## config.mk

```make
export PLATFORM = sky130hd
export DESIGN_NAME = best_fit_block_allocator_unit_flat
export DESIGN_NICKNAME = d
export VERILOG_FILES = /design/src/design/bfa_pkg.sv /design/src/design/bfa_if.sv /design/src/design/bfa_ctrl.sv /design/src/design/bfa_datapath.sv /design/src/design/best_fit_block_allocator_unit.sv /design/src/flat_wrapper.sv
export SDC_FILE = /design/constraint.sdc
export NUM_CORES = 2
export LEC_CHECK = 0
export BUFFER_PORTS_ARGS = -buffer_cell sky130_fd_sc_hd__buf_4
export CORE_UTILIZATION = 57
export DETAILED_ROUTE_END_ITERATION = 10
export MAX_ROUTING_LAYER = met4
export PLACE_DENSITY = 0.8
export SLEW_MARGIN = 5
export SYNTH_ARGS = -nofsm -noshare
export SYNTH_HDL_FRONTEND = slang
export SYNTH_SLANG_ARGS = --single-unit
export TNS_END_PERCENT = 20
```

## constraint.sdc

```tcl
create_clock -name clk -period 7 [get_ports clk]
set_input_delay 1.4 -clock clk [delete_from_list [all_inputs] [get_ports clk]]
set_output_delay 1.4 -clock clk [all_outputs]
set_load 0.02 [all_outputs]
```

## src/design/bfa_pkg.sv

```systemverilog
// Package: shared types, constants and codes for the best-fit block allocator
package bfa_pkg;
  localparam int TableEntries = 16;
  localparam int OffsetBits   = 20;
  localparam int LenBits      = 21;
  localparam int OutOfsBits   = 20;
  localparam logic [LenBits-1:0] PoolReset = 21'd65536;
  localparam logic [LenBits-1:0] LenMax    = {LenBits{1'b1}};

  typedef enum logic [0:0] {
    CMD_ALLOC = 1'b0,
    CMD_FREE  = 1'b1
  } cmd_t;

  typedef enum logic [1:0] {
    ST_OK        = 2'd0,
    ST_NO_FIT    = 2'd1,
    ST_FULL      = 2'd2,
    ST_NOT_FOUND = 2'd3
  } status_t;

  typedef struct packed {
    logic init;
    logic start;
    logic step;
    logic commit;
  } ctl_t;

  typedef struct packed {
    logic scan_done;
  } sts_t;
endpackage

```

## src/design/bfa_if.sv

```systemverilog
// Interfaces: input command channel and result channel
interface bfa_in_if;
  logic                          valid;
  logic                          ready;
  logic                          command;
  logic [bfa_pkg::LenBits-1:0]   block_size;
  logic [bfa_pkg::OutOfsBits-1:0] block_offset;
  modport source (output valid, command, block_size, block_offset, input ready);
  modport sink (input valid, command, block_size, block_offset, output ready);
endinterface

interface bfa_out_if;
  logic                           valid;
  logic                           ready;
  logic [bfa_pkg::OutOfsBits-1:0] granted_offset;
  logic [1:0]                     status;
  logic [bfa_pkg::LenBits-1:0]    bytes_in_use;
  modport source (output valid, granted_offset, status, bytes_in_use, input ready);
  modport sink (input valid, granted_offset, status, bytes_in_use, output ready);
endinterface

```

## src/design/bfa_ctrl.sv

```systemverilog
// Controller: sequences scan, commit and result handoff
module bfa_ctrl (
  input  logic           clk,
  input  logic           rst_n,
  input  logic           cfg_we,
  input  logic           in_valid,
  output logic           in_ready,
  output logic           res_load,
  input  bfa_pkg::sts_t  sts,
  output bfa_pkg::ctl_t  ctl
);
  typedef enum logic [2:0] {
    S_IDLE   = 3'b001,
    S_SCAN   = 3'b010,
    S_COMMIT = 3'b100
  } state_t;

  state_t state_r, state_nxt;

  assign in_ready = (state_r == S_IDLE) && !cfg_we;

  always_comb begin
    state_nxt  = state_r;
    ctl        = '0;
    res_load   = 1'b0;
    ctl.init   = cfg_we;
    unique case (state_r)
      S_IDLE: begin
        if (in_valid && in_ready) begin
          ctl.start = 1'b1;
          state_nxt = S_SCAN;
        end
      end
      S_SCAN: begin
        ctl.step = 1'b1;
        if (sts.scan_done) state_nxt = S_COMMIT;
      end
      S_COMMIT: begin
        ctl.commit = 1'b1;
        res_load   = 1'b1;
        state_nxt  = S_IDLE;
      end
      default: state_nxt = S_IDLE;
    endcase
  end

  always_ff @(posedge clk) begin
    if (!rst_n) state_r <= S_IDLE;
    else        state_r <= state_nxt;
  end
endmodule

```

## src/design/bfa_datapath.sv

```systemverilog
// Datapath: free and used tables, serial scan and table update
module bfa_datapath #(
  parameter int TABLE_ENTRIES = bfa_pkg::TableEntries,
  parameter int OFFSET_BITS   = bfa_pkg::OffsetBits
) (
  input  logic                           clk,
  input  logic                           rst_n,
  input  logic [bfa_pkg::LenBits-1:0]    cfg_data,
  input  logic                           in_command,
  input  logic [bfa_pkg::LenBits-1:0]    in_block_size,
  input  logic [bfa_pkg::OutOfsBits-1:0] in_block_offset,
  input  bfa_pkg::ctl_t                  ctl,
  output bfa_pkg::sts_t                  sts,
  output logic [bfa_pkg::OutOfsBits-1:0] res_granted,
  output logic [1:0]                     res_status,
  output logic [bfa_pkg::LenBits-1:0]    res_total
);
  localparam int IW = $clog2(TABLE_ENTRIES);
  localparam int CW = $clog2(TABLE_ENTRIES + 1);
  localparam int LB = bfa_pkg::LenBits;
  localparam int OB = bfa_pkg::OutOfsBits;

  logic [OFFSET_BITS-1:0] fstart_r [TABLE_ENTRIES];
  logic [LB-1:0]          flen_r   [TABLE_ENTRIES];
  logic [TABLE_ENTRIES-1:0] fvalid_r;
  logic [OFFSET_BITS-1:0] ustart_r [TABLE_ENTRIES];
  logic [TABLE_ENTRIES-1:0] uvalid_r;
  logic [LB-1:0]          total_r;

  logic                   cmd_r;
  logic [LB-1:0]          size_r;
  logic [OFFSET_BITS-1:0] ofs_r;
  logic [CW-1:0]          idx_r;
  logic                   best_ok_r, hit_ok_r, fe_ok_r, ue_ok_r;
  logic [IW-1:0]          best_r, hit_r, fe_r, ue_r;
  logic [LB-1:0]          best_len_r;

  logic [IW-1:0]          idx;
  logic [OFFSET_BITS-1:0] ofs_in;
  logic [LB:0]            sum;
  logic                   fit;

  assign idx = idx_r[IW-1:0];
  assign sts.scan_done = (idx_r == CW'(TABLE_ENTRIES - 1));
  assign fit = fvalid_r[idx] && (flen_r[idx] >= size_r) &&
               (!best_ok_r || flen_r[idx] < best_len_r);
  assign sum = {1'b0, total_r} + {1'b0, size_r};

  generate
    if (OFFSET_BITS >= OB) begin : g_wide
      assign ofs_in = OFFSET_BITS'(in_block_offset);
    end else begin : g_narrow
      assign ofs_in = in_block_offset[OFFSET_BITS-1:0];
    end
  endgenerate

  always_comb begin
    res_granted = '0;
    res_status  = bfa_pkg::ST_OK;
    if (cmd_r == bfa_pkg::CMD_ALLOC) begin
      if (!best_ok_r) res_status = bfa_pkg::ST_NO_FIT;
      else if (!ue_ok_r) res_status = bfa_pkg::ST_FULL;
      else res_granted = OB'({{32{1'b0}}, fstart_r[best_r]});
    end else begin
      if (!hit_ok_r) res_status = bfa_pkg::ST_NOT_FOUND;
      else if (size_r != '0 && !fe_ok_r) res_status = bfa_pkg::ST_FULL;
    end
  end

  always_ff @(posedge clk) begin
    if (!rst_n || ctl.init) begin
      fvalid_r <= {{(TABLE_ENTRIES-1){1'b0}}, (!rst_n ? 1'b1 : (cfg_data != '0))};
      uvalid_r <= '0;
      total_r  <= '0;
      for (int i = 0; i < TABLE_ENTRIES; i++) begin
        fstart_r[i] <= '0;
        flen_r[i]   <= (i == 0) ? (!rst_n ? bfa_pkg::PoolReset : cfg_data) : '0;
      end
    end else if (ctl.start) begin
      cmd_r      <= in_command;
      size_r     <= in_block_size;
      ofs_r      <= ofs_in;
      idx_r      <= '0;
      best_ok_r  <= 1'b0;
      hit_ok_r   <= 1'b0;
      fe_ok_r    <= 1'b0;
      ue_ok_r    <= 1'b0;
      best_r     <= '0;
      hit_r      <= '0;
      fe_r       <= '0;
      ue_r       <= '0;
      best_len_r <= '0;
    end else if (ctl.step) begin
      idx_r <= idx_r + CW'(1);
      if (size_r != '0 && fit) begin
        best_ok_r  <= 1'b1;
        best_r     <= idx;
        best_len_r <= flen_r[idx];
      end
      if (!hit_ok_r && uvalid_r[idx] && ustart_r[idx] == ofs_r) begin
        hit_ok_r <= 1'b1;
        hit_r    <= idx;
      end
      if (!fe_ok_r && !fvalid_r[idx]) begin
        fe_ok_r <= 1'b1;
        fe_r    <= idx;
      end
      if (!ue_ok_r && !uvalid_r[idx]) begin
        ue_ok_r <= 1'b1;
        ue_r    <= idx;
      end
    end else if (ctl.commit && res_status == bfa_pkg::ST_OK) begin
      if (cmd_r == bfa_pkg::CMD_ALLOC) begin
        ustart_r[ue_r] <= fstart_r[best_r];
        uvalid_r[ue_r] <= 1'b1;
        if (flen_r[best_r] == size_r) begin
          fvalid_r[best_r] <= 1'b0;
          fstart_r[best_r] <= '0;
          flen_r[best_r]   <= '0;
        end else begin
          fstart_r[best_r] <= fstart_r[best_r] + OFFSET_BITS'(size_r);
          flen_r[best_r]   <= flen_r[best_r] - size_r;
        end
        total_r <= sum[LB] ? bfa_pkg::LenMax : sum[LB-1:0];
      end else begin
        uvalid_r[hit_r] <= 1'b0;
        if (size_r != '0) begin
          fstart_r[fe_r] <= ofs_r;
          flen_r[fe_r]   <= size_r;
          fvalid_r[fe_r] <= 1'b1;
        end
        total_r <= (total_r > size_r) ? total_r - size_r : '0;
      end
    end
  end

  always_comb res_total = (ctl.commit && res_status == bfa_pkg::ST_OK) ?
    ((cmd_r == bfa_pkg::CMD_ALLOC) ? (sum[LB] ? bfa_pkg::LenMax : sum[LB-1:0]) :
     ((total_r > size_r) ? total_r - size_r : '0)) : total_r;
endmodule

```

## src/design/best_fit_block_allocator_unit.sv

```systemverilog
// Top level: best-fit block allocator with output register
// Each command passes through an accept step, a scan step per table slot through a
// single compare unit that walks the free and used tables together, and a commit step
// that updates the tables and loads the result register. A new command is taken only
// while the controller is idle and the output register is empty or being read.
// Writing cfg_data reinitializes both tables at once to one free block of cfg_data
// bytes covering the pool, or to no free block when cfg_data is zero.
module best_fit_block_allocator_unit #(
  parameter int TABLE_ENTRIES = bfa_pkg::TableEntries,
  parameter int OFFSET_BITS   = bfa_pkg::OffsetBits
) (
  input  logic                        clk,
  input  logic                        rst_n,
  input  logic                        cfg_we,
  input  logic [bfa_pkg::LenBits-1:0] cfg_data,
  bfa_in_if.sink                      in_ch,
  bfa_out_if.source                   out_ch
);
  bfa_pkg::ctl_t ctl;
  bfa_pkg::sts_t sts;
  logic ctrl_ready, res_load, out_valid_r;
  logic [bfa_pkg::OutOfsBits-1:0] g_r, g;
  logic [1:0] s_r, s;
  logic [bfa_pkg::LenBits-1:0] t_r, t;

  assign in_ch.ready = ctrl_ready && (!out_valid_r || out_ch.ready);

  bfa_ctrl u_ctrl (
    .clk(clk), .rst_n(rst_n), .cfg_we(cfg_we),
    .in_valid(in_ch.valid && (!out_valid_r || out_ch.ready)),
    .in_ready(ctrl_ready), .res_load(res_load), .sts(sts), .ctl(ctl)
  );

  bfa_datapath #(.TABLE_ENTRIES(TABLE_ENTRIES), .OFFSET_BITS(OFFSET_BITS)) u_dp (
    .clk(clk), .rst_n(rst_n), .cfg_data(cfg_data),
    .in_command(in_ch.command), .in_block_size(in_ch.block_size),
    .in_block_offset(in_ch.block_offset), .ctl(ctl), .sts(sts),
    .res_granted(g), .res_status(s), .res_total(t)
  );

  always_ff @(posedge clk) begin
    if (!rst_n) out_valid_r <= 1'b0;
    else if (res_load) out_valid_r <= 1'b1;
    else if (out_ch.ready) out_valid_r <= 1'b0;
    if (res_load) begin
      g_r <= g;
      s_r <= s;
      t_r <= t;
    end
  end

  assign out_ch.valid          = out_valid_r;
  assign out_ch.granted_offset = g_r;
  assign out_ch.status         = s_r;
  assign out_ch.bytes_in_use   = t_r;
endmodule

```

## src/flat_wrapper.sv

```systemverilog
// flat-port wrapper written by rule: the top's interface ports become plain ports
module best_fit_block_allocator_unit_flat 
#(
  parameter int TABLE_ENTRIES = bfa_pkg::TableEntries,
  parameter int OFFSET_BITS   = bfa_pkg::OffsetBits
)
  (clk, rst_n, cfg_we, cfg_data, in_ch_valid, in_ch_command, in_ch_block_size, in_ch_block_offset, in_ch_ready, out_ch_valid, out_ch_granted_offset, out_ch_status, out_ch_bytes_in_use, out_ch_ready);
  bfa_in_if in_ch_i ();
  bfa_out_if out_ch_i ();
  input  logic clk;
  input  logic rst_n;
  input  logic cfg_we;
  input  logic [bfa_pkg::LenBits-1:0] cfg_data;
  input wire logic [$bits(in_ch_i.valid)-1:0] in_ch_valid;
  input wire logic [$bits(in_ch_i.command)-1:0] in_ch_command;
  input wire logic [$bits(in_ch_i.block_size)-1:0] in_ch_block_size;
  input wire logic [$bits(in_ch_i.block_offset)-1:0] in_ch_block_offset;
  output wire logic [$bits(in_ch_i.ready)-1:0] in_ch_ready;
  output wire logic [$bits(out_ch_i.valid)-1:0] out_ch_valid;
  output wire logic [$bits(out_ch_i.granted_offset)-1:0] out_ch_granted_offset;
  output wire logic [$bits(out_ch_i.status)-1:0] out_ch_status;
  output wire logic [$bits(out_ch_i.bytes_in_use)-1:0] out_ch_bytes_in_use;
  input wire logic [$bits(out_ch_i.ready)-1:0] out_ch_ready;
  assign in_ch_i.valid = in_ch_valid;
  assign in_ch_i.command = in_ch_command;
  assign in_ch_i.block_size = in_ch_block_size;
  assign in_ch_i.block_offset = in_ch_block_offset;
  assign in_ch_ready = in_ch_i.ready;
  assign out_ch_valid = out_ch_i.valid;
  assign out_ch_granted_offset = out_ch_i.granted_offset;
  assign out_ch_status = out_ch_i.status;
  assign out_ch_bytes_in_use = out_ch_i.bytes_in_use;
  assign out_ch_i.ready = out_ch_ready;
  best_fit_block_allocator_unit #(.TABLE_ENTRIES(TABLE_ENTRIES), .OFFSET_BITS(OFFSET_BITS)) u_core (.clk(clk), .rst_n(rst_n), .cfg_we(cfg_we), .cfg_data(cfg_data), .in_ch(in_ch_i), .out_ch(out_ch_i));
endmodule
```

# After elaboration in Yosys (flattened, before gate mapping)

Memories as Yosys holds them, arrays and structs flattened. A register that Yosys moved wholly into a read port is not among the register bits.
Index checks and enable logic that the tools add are counted.

ROM bits: 0
Memories kept: 3
Bits in writable memories: 976
Bits in latches: 0
Bits of input ports: 68
Bits in registers: 188

Memory list:

| name                 | depth | bits a word | rd ports | clocked after memory_dff | write ports | line               | RTL |
|---|---|---|---|---|---|---|---|
| u_core.u_dp.flen_r   | 16    | 21          | 2        | 2                        | 16          | bfa_datapath.sv:24 | `logic [LB-1:0] flen_r [TABLE_ENTRIES];` |
| u_core.u_dp.fstart_r | 16    | 20          | 1        | 1                        | 16          | bfa_datapath.sv:23 | `logic [OFFSET_BITS-1:0] fstart_r [TABLE_ENTRIES];` |
| u_core.u_dp.ustart_r | 16    | 20          | 1        | 1                        | 1           | bfa_datapath.sv:26 | `logic [OFFSET_BITS-1:0] ustart_r [TABLE_ENTRIES];` |

Multiplexer cells: 110
Bitwise gates (word level): 13
Add/sub/neg operators: 5
Shifts and indexed selects: 0
Reduce and logical (&&, ||, !) cells: 57
Div/mod/pow operators: 0
Equal/unequal tests: 12
Multiply operators: 0
Magnitude comparators: 12

Operators by type and width:

| cell                                                                          | number |
|---|---|
| 21-bit 2-to-1 mux                                                             | 10 |
| 4-bit 2-to-1 mux                                                              | 20 |
| 16-bit 2-to-1 mux                                                             | 4 |
| 20-bit 2-to-1 mux                                                             | 3 |
| 1-bit 2-to-1 mux                                                              | 58 |
| 21-bit nonzero test                                                           | 2 |
| 21-bit OR reduction                                                           | 2 |
| 21-bit subtractor                                                             | 2 |
| 20-bit OR reduction                                                           | 2 |
| 16-bit bitwise AND                                                            | 2 |
| 16-bit NOT                                                                    | 2 |
| 16-bit OR                                                                     | 2 |
| 4-bit by 5-bit less-than comparator with 1-bit output (second input constant) | 5 |
| 21-bit by 21-bit adder with 22-bit output                                     | 1 |
| 21-bit == test                                                                | 1 |
| 21-bit >= comparator                                                          | 1 |
| 21-bit > comparator                                                           | 1 |
| 21-bit less-than comparator                                                   | 1 |
| 20-bit adder                                                                  | 1 |
| 20-bit == test                                                                | 1 |
| 1-bit logical AND                                                             | 17 |
| 1-bit demux with 4-bit select                                                 | 4 |
| 4-bit by 1-bit >= comparator with 1-bit output (second input constant)        | 4 |
| 2-bit nonzero test                                                            | 8 |
| other kinds (23)                                                              | 55 |

# Longest topological paths before layout

Word-level depth: 16
Depth in mapped cells: 20

# Hierarchy

From an unflattened synthesis, not the netlist that was laid out.

Cell total of the unflattened synthesis: 3806
Area total of the unflattened synthesis: 56466.7 um2

By module, submodules not included:

| module                        | sequential area each (um2) | cells each | area an instance (um2) | times used |
|---|---|---|---|---|
| bfa_datapath                  | 33181.8                    | 3742       | 54937.7                | 1 |
| best_fit_block_allocator_unit | 1311.3                     | 49         | 1355.0                 | 1 |
| bfa_ctrl                      | 60.1                       | 15         | 173.9                  | 1 |

# Worst setup path before layout

Ideal clock, no wire load.

Kind: register to register
From: register u_core.u_ctrl.state_r[2]
To: memory u_core.u_dp.ustart_r[12][0] (netlist name), enable pin
Slack: 229 ps
Clock period less this slack: 6771 ps
Stages on the path, launching flop included: 7
Data arrival time: 6348 ps
Path buffers: 0
Data required time: 6578 ps
Path through: dfxtp_1 > nor3b_1 > a21boi_1 > o31ai_1 > nor3_1 > nand3_1 > nor3_1

RTL lines:

| what                   | line               | RTL |
|---|---|---|
| from (decl)            | bfa_ctrl.sv:18     | `state_t state_r, state_nxt;` |
| from (signal assigned) | bfa_ctrl.sv:49     | `else state_r <= state_nxt;` |
| to (decl)              | bfa_datapath.sv:26 |  |

==> results.ini <==
[run_status]
status=finished, final reports clean

[layout]
area_growth_pct=11.1
finalCoreUtilization_pct=63.8
final_area_um2=62700
drive_gt1_share_pct=23.9
nets=4029
layoutNonFillerInstCount=5226

[yosys]
synth_nets=3958
synthArstFlopShare_pct=0
synth_seq_cells=1172
syn_avg_cell_area_um2=15.0
synth_top_cells_by_area=edfxtp_1, mux4_2, nor2_1
synth_top_area_cell=edfxtp_1
ys_warn_count=0
ys_seq_area_share_pct=61.2
synth_cells=3762
ys_types=83
synth_edf_count=1108
synth_top_area_share_pct=59.0
synthTopCellsByCount=edfxtp_1, nor2_1, mux4_2
synthFlopType=edfxtp_1
synth_most_common_cell=edfxtp_1
synthesis.area_um2=56400

[critical_path]
r2r_cells=10
cp_max_fo=35
timing.reg2reg.setup_slack_ns=1.37
crit_path_start_kind=flop
crit_slowest_cell=nor2b_4
worst_path_largest_cell_delay_ns=0.97
crit_chain=buf_12 > mux4_2 > mux4_2 > ha_1 > and3_1 > and4_1 > nand3_2 > nor2b_4 > a22oi_4 > o21ai_0
worstSetupEndpointType=flop
cpMostUsedCell=mux4_2
worstSetupPathType=flop to flop
required_ns=7.45
r2r-end=u_core.u_dp.flen_r[0][1]
worst-path-buf-inv=1
worst-endpoint-arrival_ns=6.08
critPathTopFamily=simple AND/OR/NAND/NOR gates

[placement]
hpwl_um=101000
gp_congestion=0.994
place_ws_ns=1.52
portBuffers=112
placed_cell_area_um2=58800
placed_cells=5003

[route]
vias=37000
drt_iter0_drc=6036
antenna_left=0
drc_errors=0
drt_pass1_iterations=6
routed_wl_um=171000
wire_per_inst_um=32.7
vias_per_cell=7.08

[grt]
grt_use_total_pct=35.3
antenna_found_initial=6
grt_pass1_wl_um=243000
grt_overflow=0
grt_pass1_vias=36100
grt_max_degree=81

[floorplanning]
die_w_um=317
start_util_pct=57.4
core-area_um2=98300
rows=115
dieHeight_um=317
die_area_um2=100000
io_pins=113

[min_path]
hold_depth=2
whs_endpoint=u_core.u_dp.fvalid_r[15]
min_from=u_core.u_dp.fvalid_r[15]
hp-class=flop to flop

[timing]
setup_violations=0
fin_crit_sh_pct=80.4
setup_tns_ns=0
worst_pin_slew_ns=1.24
fin_ws_ns=1.37
skew_ns=0.0427
hold_viol_final=0
whs_ns=0.479
relSlewSlack_pct=16.9
max_freq_ghz=0.178
fin_crit_ns=5.63
slew_viol_final=0
rsz0062_at_grt=no

[cts]
cts_hold_buffers=0
cts_setup_buffers=0
cts_tree=done
cts_sinks=1172
root_buffer=clkbuf_16
htreeDepth=3
clk_path_buf_depth=3
ctsResizeCount=0
clkLatencyLatePin_ns=0.73
clkTransAtPathRegs_ns=0.07
cts_buffers=115

[power]
power_density_nw_per_um2=250
ir_drop_mv=0.230
p_leak_nw=22.2
power_mw=15.7

[run]
drv_cap=0

## registers in the layout (all words and copies together) (netlist names), 2 cells and up, named ones only
signal,count
u_core.u_dp.fstart_r,320
u_core.u_dp.flen_r,336
u_core.u_dp.best_len_r,21
u_core.u_dp.fvalid_r,16
u_core.u_dp.idx_r,5
u_core.u_ctrl.state_r,3
u_core.u_dp.ofs_r,20
u_core.u_dp.uvalid_r,16
u_core.u_dp.fe_r,4
u_core.u_dp.best_r,4
u_core.out_ch.granted_offset,20
u_core.u_dp.ustart_r,320
u_core.u_dp.total_r,21
u_core.out_ch.status,2
u_core.u_dp.size_r,21
u_core.u_dp.ue_r,4
u_core.out_ch.bytes_in_use,21
u_core.u_dp.hit_r,4
## layout by cell type, fill, tap and decap left out, types with 11 or more instances in the layout
master and instances:
edfxtp_1 1108, nor2_1 710, mux4_2 408, buf_4 205, ha_1 124, a21oi_1 122
clkbuf_16 115, inv_1 86, o21ai_0 86, nand2_1 85, xnor2_1 63, dfxtp_1 56
nand3_1 53, a21o_1 40, nor2b_1 38, and2_1 38, a22oi_4 36, nand2_2 32
nor2_2 32, clkbuf_1 26, xor2_1 25, mux2i_1 24, nor3_1 23, nand2b_1 23
nand4_1 21, clkinv_2 20, clkinv_1 18, nor4_1 16, bufinv_16 16, a31oi_1 14
o21bai_1 12, or3_1 12, a211oi_1 12, o211ai_1 11, o21a_1 11, o31ai_1 11
## cell families (layout without fill, tap and decap cells)
family	count (synthesis)	count (layout)	share of synthesized area (%)
buffers and inverters	348	516	2.61
XOR/XNOR	89	89	1.39
other	0	9	0
adder cells (fa/ha/maj)	128	128	2.89
flip-flops	1172	1172	61.2
multiplexers	435	435	16.8
AND/OR/NAND/NOR	1123	1123	8.63
AO/OA/AOI/OAI	467	467	6.48
## per-layer routing
metal / track usage, % / wire length, um / up-vias / share of wire [%]
li1: - / - / 14700 / -
met5: - / 0 / - / 0
met3: 9.99 / 25700 / 718 / 15
met4: 20.3 / 11400 / 0 / 6.6
met1: 44.3 / 56600 / 18400 / 33
met2: 51.5 / 77200 / 3255 / 45
## worst reg2reg max path: cells and delay by family, from the launching register on
family	cells	cell delay (ns)
DFF	1	0.85
muxes	2	1.14
AOI/OAI and AO/OA	2	0.95
buffers and inverters	1	0.37
and+or+nand+nor	4	1.67
adders and majority gates	1	0.38
## area by class of cell
| type | count | area, um^2 |
|---|---|---|
| Fill cell | 6634 | 35600 |
| Sequential cell | 1172 | 34600 |
| Multi-Input combinational cell | 2242 | 20600 |
| Clock buffer | 143 | 3000 |
| Timing Repair Buffer | 214 | 1720 |
| Tap cell | 1287 | 1610 |
| Clock inverter | 71 | 857 |
| Inverter | 88 | 330 |
| Antenna cell | 9 | 22.5 |
## power by group
group	switching [mW]	internal [mW]	leakage, nW
clock	2.77	3.65	1.87
sequential	0.149	7.87	11.9
combinational	0.720	0.501	8.37
total	3.64	12.0	22.2
## worst max-delay path by stage
stage	from	to	slack (ns)	cells after the start
global placement	flop	u_core.u_dp.flen_r[0][1]	1.58	10
global route	flop	u_core.u_dp.fstart_r[4][19]	1.10	13
CTS	flop	u_core.u_dp.flen_r[0][1]	1.46	10
finish	flop	u_core.u_dp.flen_r[0][1]	1.37	10
floorplan	u_core.u_ctrl.state_r[2]	u_core.u_dp.ustart_r[12][0]	0.23	6
detailed placement	flop	u_core.u_dp.flen_r[0][20]	1.52	13
No activity file was read; power rests on OpenSTA's default activity.
